`config.mk`:
```
export PLATFORM = sky130hd
export DESIGN_NAME = ple_cell
export DESIGN_NICKNAME = d
export VERILOG_FILES = /design/src/sv/ple_pkg.sv /design/src/sv/ple_cell.sv
export SDC_FILE = /design/constraint.sdc
export NUM_CORES = 1
export LEC_CHECK = 0
export BUFFER_PORTS_ARGS = -buffer_cell sky130_fd_sc_hd__buf_4
export CAP_MARGIN = 40
export CORE_AREA = 2 2 80 82
export DETAILED_ROUTE_END_ITERATION = 8
export DIE_AREA = 0 0 82 84
export PLACE_DENSITY = 0.82
export SLEW_MARGIN = 20
export SYNTH_ARGS = -nofsm -noshare
export SYNTH_HDL_FRONTEND = slang
export SYNTH_SLANG_ARGS = --single-unit
```
`constraint.sdc`:
```
create_clock -name clk -period 5.9 [get_ports clk]
set_input_delay 0.59 -clock clk [delete_from_list [all_inputs] [get_ports clk]]
set_output_delay 0.59 -clock clk [all_outputs]
set_load 0.1 [all_outputs]
```
`src/sv/ple_pkg.sv`:
```
// ple_pkg: shared constants, op codes and cell control type for the positional list engine
// no dependencies
package ple_pkg;

  localparam int DEPTH     = 64;
  localparam int CODE_BITS = 32;

  // fixed field widths of the request and response channels
  localparam int OP_W   = 2;
  localparam int POS_W  = 7;
  localparam int WORD_W = 32;
  localparam int LEN_W  = 7;

  localparam int IDX_W = (DEPTH > 1) ? $clog2(DEPTH) : 1;
  localparam int CNT_W = $clog2(DEPTH + 1);
  // compare width wide enough for position, count and count + 1
  localparam int CMP_W = ((POS_W > CNT_W) ? POS_W : CNT_W) + 1;

  // read-back reduction: groups of cells ored and registered, then groups ored
  localparam int GRP  = 8;
  localparam int NGRP = (DEPTH + GRP - 1) / GRP;

  typedef enum logic [OP_W-1:0] {
    OP_RETRIEVE = 2'd0,
    OP_INSERT   = 2'd1,
    OP_REMOVE   = 2'd2
  } op_t;

  typedef struct packed {
    logic                 ins;
    logic                 del;
    logic [IDX_W-1:0]     pos;
    logic [CODE_BITS-1:0] code;
  } cell_ctrl_t;

endpackage

```
`src/sv/ple_cell.sv`:
```
// ple_cell: one list entry; shifts from its left or right neighbor or loads a new word
// depends on ple_pkg for the control struct and widths
module ple_cell import ple_pkg::*; (
  input  logic                 clk,
  input  logic [IDX_W-1:0]     idx,
  input  cell_ctrl_t           ctrl,
  input  logic [CODE_BITS-1:0] left_data,
  input  logic [CODE_BITS-1:0] right_data,
  output logic [CODE_BITS-1:0] data,
  output logic [CODE_BITS-1:0] rd_data
);

  logic [CODE_BITS-1:0] data_r;

  always_ff @(posedge clk) begin
    if (ctrl.ins) begin
      if (idx > ctrl.pos) begin
        data_r <= left_data;
      end else if (idx == ctrl.pos) begin
        data_r <= ctrl.code;
      end
    end else if (ctrl.del) begin
      if (idx >= ctrl.pos) begin
        data_r <= right_data;
      end
    end
  end

  assign data    = data_r;
  // only the addressed cell drives the read-back or
  assign rd_data = (idx == ctrl.pos) ? data_r : '0;

endmodule

```
==> results.md <==
Outcome:
- The flow ran to the end, and the final reports show no timing, DRC or antenna violations.

Die:
- The total number of placement rows is 29.
- The core outline area is 6100 µm².
- The initial standard-cell utilization of the core is ~45%.
- The die covers approximately 7000 µm².
- In this run the vertical extent of the chip is around 84 µm.
- roughly 180 I/O pins were placed.
- From left edge to right edge, the die measures 82 µm.

Clock tree:
- The post-CTS repair timing setup buffer count is 0.
- TritonCTS built the clock tree.
- The CTS root buffer is sky130_fd_sc_hd__clkbuf_8.
- The clock sink total is 32.
- The longest clock path from root to sink contains 2 buffers.
- The number of clock buffers added by TritonCTS is 5.
- After clock tree synthesis, the clock-pin slew on the worst setup and hold paths is 70 ps.
- The number of hold-repair buffers added at the cts stage is 0.
- The number of gates resized after CTS is 0.
- The H-tree was split into 2 levels.

Global routing:
- In the global route stage, overall resource usage came out at 24.6%.
- The first-pass GRT wire length is approximately 13 mm.
- The initial antenna violation count is 0.
- The overall overflow remaining after global route is 0.
- The via count of the first global-routing pass was 2855.
- Entering global routing, the biggest net connects about 100 pins.

Min path:
- Along the worst hold path, the cell count comes to 3.
- The tightest min-delay check is of the in2reg type.

Critical path:
- STA puts the critical path data required time at 5310 ps.
- The signal on the critical path passes through buf_4 -> inv_1 -> ha_1 -> and4_4 -> and3_4 -> buf_12 -> and2_1 -> buf_4.
- By instance count, the cell type seen most on the critical path is sky130_fd_sc_hd__buf_4.
- The largest single stage delay on the critical path is a little under 500 ps.
- The slowest stage of the critical path belongs to the cell sky130_fd_sc_hd__and3_4.
- The data arrival time at the worst-slack endpoint is 2500 ps.
- The dominant delay contributor by cell family on the critical path is simple AND/OR/NAND/NOR gates.
- Along the worst path, the maximum fanout reaches 52.
- The number of buffers and inverters on the critical path is 4.
- The critical path endpoint category is a primary output.
- The count of cell instances traversed by the critical path is 8.
- The worst setup path is launched from a primary input.
- The class of the most critical setup path is in2out.

Logic synthesis:
- In this run, synthesis produced a sequential element count of 32.
- The share of the synthesized netlist area taken by xor and xnor gates is 0%.
- The synthesized netlist devotes 29.1% of its cell area to compound gates.
- After synthesis, the cell types taking the most area are sky130_fd_sc_hd__edfxtp_1, sky130_fd_sc_hd__a311o_1, sky130_fd_sc_hd__nand2_1.
- The synthesized netlist devotes about a quarter of its cell area to simple gates.
- Summing the sequential cell areas from Yosys gives around 35% of the chip area.
- The gate count after technology mapping is 314.
- The number of synthesis warnings is 0.
- The multiplexer fraction of the synthesized cell area is 0%.
- The post-synthesis area per instance is between 8 and 9 µm².
- The synthesized netlist devotes 2.76% of its cell area to adder and majority cells.
- The mapped netlist covers roughly 2700 µm².
- The main combinational cell family by area after synthesis is compound AO/OA/AOI/OAI gates.
- The number of library cell types mapped by synthesis is 20.
- In this run the biggest area consumer among cell types represents roughly 35% of the synthesized area.
- The net count after synthesis is approximately 430.
- The biggest area consumer among synthesized cells is sky130_fd_sc_hd__edfxtp_1.

Power and ir drop:
- Summing internal, switching and leakage power gives between 0.001 and 0.0015 W.
- For this design the ratio of total power to cell area is between 200 and 250 nW/µm².
- In this run the static leakage power is roughly 1.8 nW.
- VDD sags by at most about 0.19 mV.

Cells and area:
- Relative to the synthesized area, the layout overhead comes to 50.3%.
- The fraction of layout instances using a drive strength above 1 is between 40% and 50%.
- The number of inserted filler cells in the final layout is a little over 500.
- The total inserted antenna cells is 0.
- In the layout the commonest cells are sky130_fd_sc_hd__buf_4, sky130_fd_sc_hd__nand2_1, sky130_fd_sc_hd__nor2b_1.
- The library cell used most frequently in the layout, excluding fill and tap cells, is sky130_fd_sc_hd__buf_4.
- The number of nets in the layout is about 580.
- The register with the most flip-flops in the layout has 32 of them.

STA:
- The post-route fraction of the period consumed by the critical path is between 50% and 60%.
- Setup repair after global routing left no endpoint under its margin.
- Based on the critical path, the design can be clocked at up to ~320 MHz.
- For the pin with the worst max-slew slack, the measured transition is ~640 ps.
- The normalized max-slew margin is a little under 60%.
- The shortest period the worst path allows is between 3000 and 4000 ps.
- Setup violations remaining at the end of the flow were counted as 0.
- The final count of pins violating max slew is 0.
- The final number of hold-violating endpoints is 0.
- For the final routed database, the setup TNS stands at 0 ps.

Routing:
- Once detail routing completed, the nets flagged for antenna violations numbered 0.
- For this run, the detailed router's first-pass iteration total came to 4.
- After detailed routing, the number of remaining DRC violations is 0.
- Summing over every cut layer, the via total after detailed routing is approximately 3000.
- Summed over all layers, the routed wires come to about 8.6 mm.
- In the final routed layout, each cell accounts on average for roughly 16 µm.
- After detailed routing, the number of vias per cell comes to between 5 and 6.
- The first-iteration detailed-routing DRC count is 205.

Placement:
- The count of buffers from port buffering is between 150 and 200.
- The placed wire-length estimate is ~5.7 mm.
- The congestion estimate from routability-driven global placement came to 0.823.

Job:
- Max-cap violations in this run came to 0.
-- cell families (layout without fill, tap and decap cells) --
kind of cell             Yosys count  in the layout
flip-flops                        32             32
AND/OR/NAND/NOR                  133            133
buffers and inverters             43            195
AO/OA/AOI/OAI                    100            100
adder cells (fa/ha/maj)            6              6
-- tightest hold or removal path, cell delays in order --
cell	delay, ps
sky130_fd_sc_hd__buf_4	80
sky130_fd_sc_hd__a31oi_1	70
sky130_fd_sc_hd__o211ai_1	80
-- synthesized netlist by cell type, drive strengths merged --
| master | count |
|---|---|
| buf | 12 |
| nand3 | 2 |
| a21o | 1 |
| a311o | 32 |
| o21ai | 1 |
| and4 | 1 |
| inv | 6 |
| a21oi | 1 |
| o211ai | 32 |
| ha | 6 |
| nand2 | 64 |
| nor2b | 33 |
| o22a | 1 |
| clkbuf | 25 |
| a31oi | 32 |
| and2 | 32 |
| edfxtp | 32 |
| and3 | 1 |
-- routing by layer --
layer	part of all wire, %	up-vias	wire (µm)	GRT usage (%)
met5	0	-	0	0
met4	2.1	0	178	10.0
met1	37	1391	3140	29.7
met3	8.7	14	744	3.57
li1	-	1475	-	-
met2	53	145	4520	42.8
-- power by group --
group / switching (W) / total [W] / internal [W]
registers: 0.0000200 / 0.000320 / 0.000301
clock network: 0.0000824 / 0.000162 / 0.0000800
logic: 0.000395 / 0.000535 / 0.000140
-- area by class of cell --
type	count	area, µm²	share of cell area, %
clock inverters	3	13.8	0.337
repair buffers	181	1370	33.6
well taps	77	96.3	2.36
flip-flops and latches	32	961	23.5
multi-input cells	239	1550	37.9
inverters	6	22.5	0.552
clock buffers	5	68.8	1.69
-- metrics by stage --
step / instance area, µm² / setup WS [ps] / utilization (%) / cells / hold slack, ps
3_5_place_dp: 3980 / 2700 / 65.3 / 534 / 940
3_3_place_gp: 3980 / 2750 / 65.3 / 534 / 929
6_report: 4080 / 2810 / 67.0 / 543 / 652
2_1_floorplan: 2720 / 2870 / - / 314 / 836
4_1_cts: 4060 / 2690 / 66.6 / 542 / 647
5_1_grt: 4080 / 2710 / 67.0 / 543 / 653
-- path summary, 6_finish.rpt --
kind | startpoint | to | slack [ps]
worst min-delay path | ctrl[17] | data[17] | 650
worst max-delay path | ctrl[37] | rd_data[18] | 2810
Power figures use the tool's default switching activity.
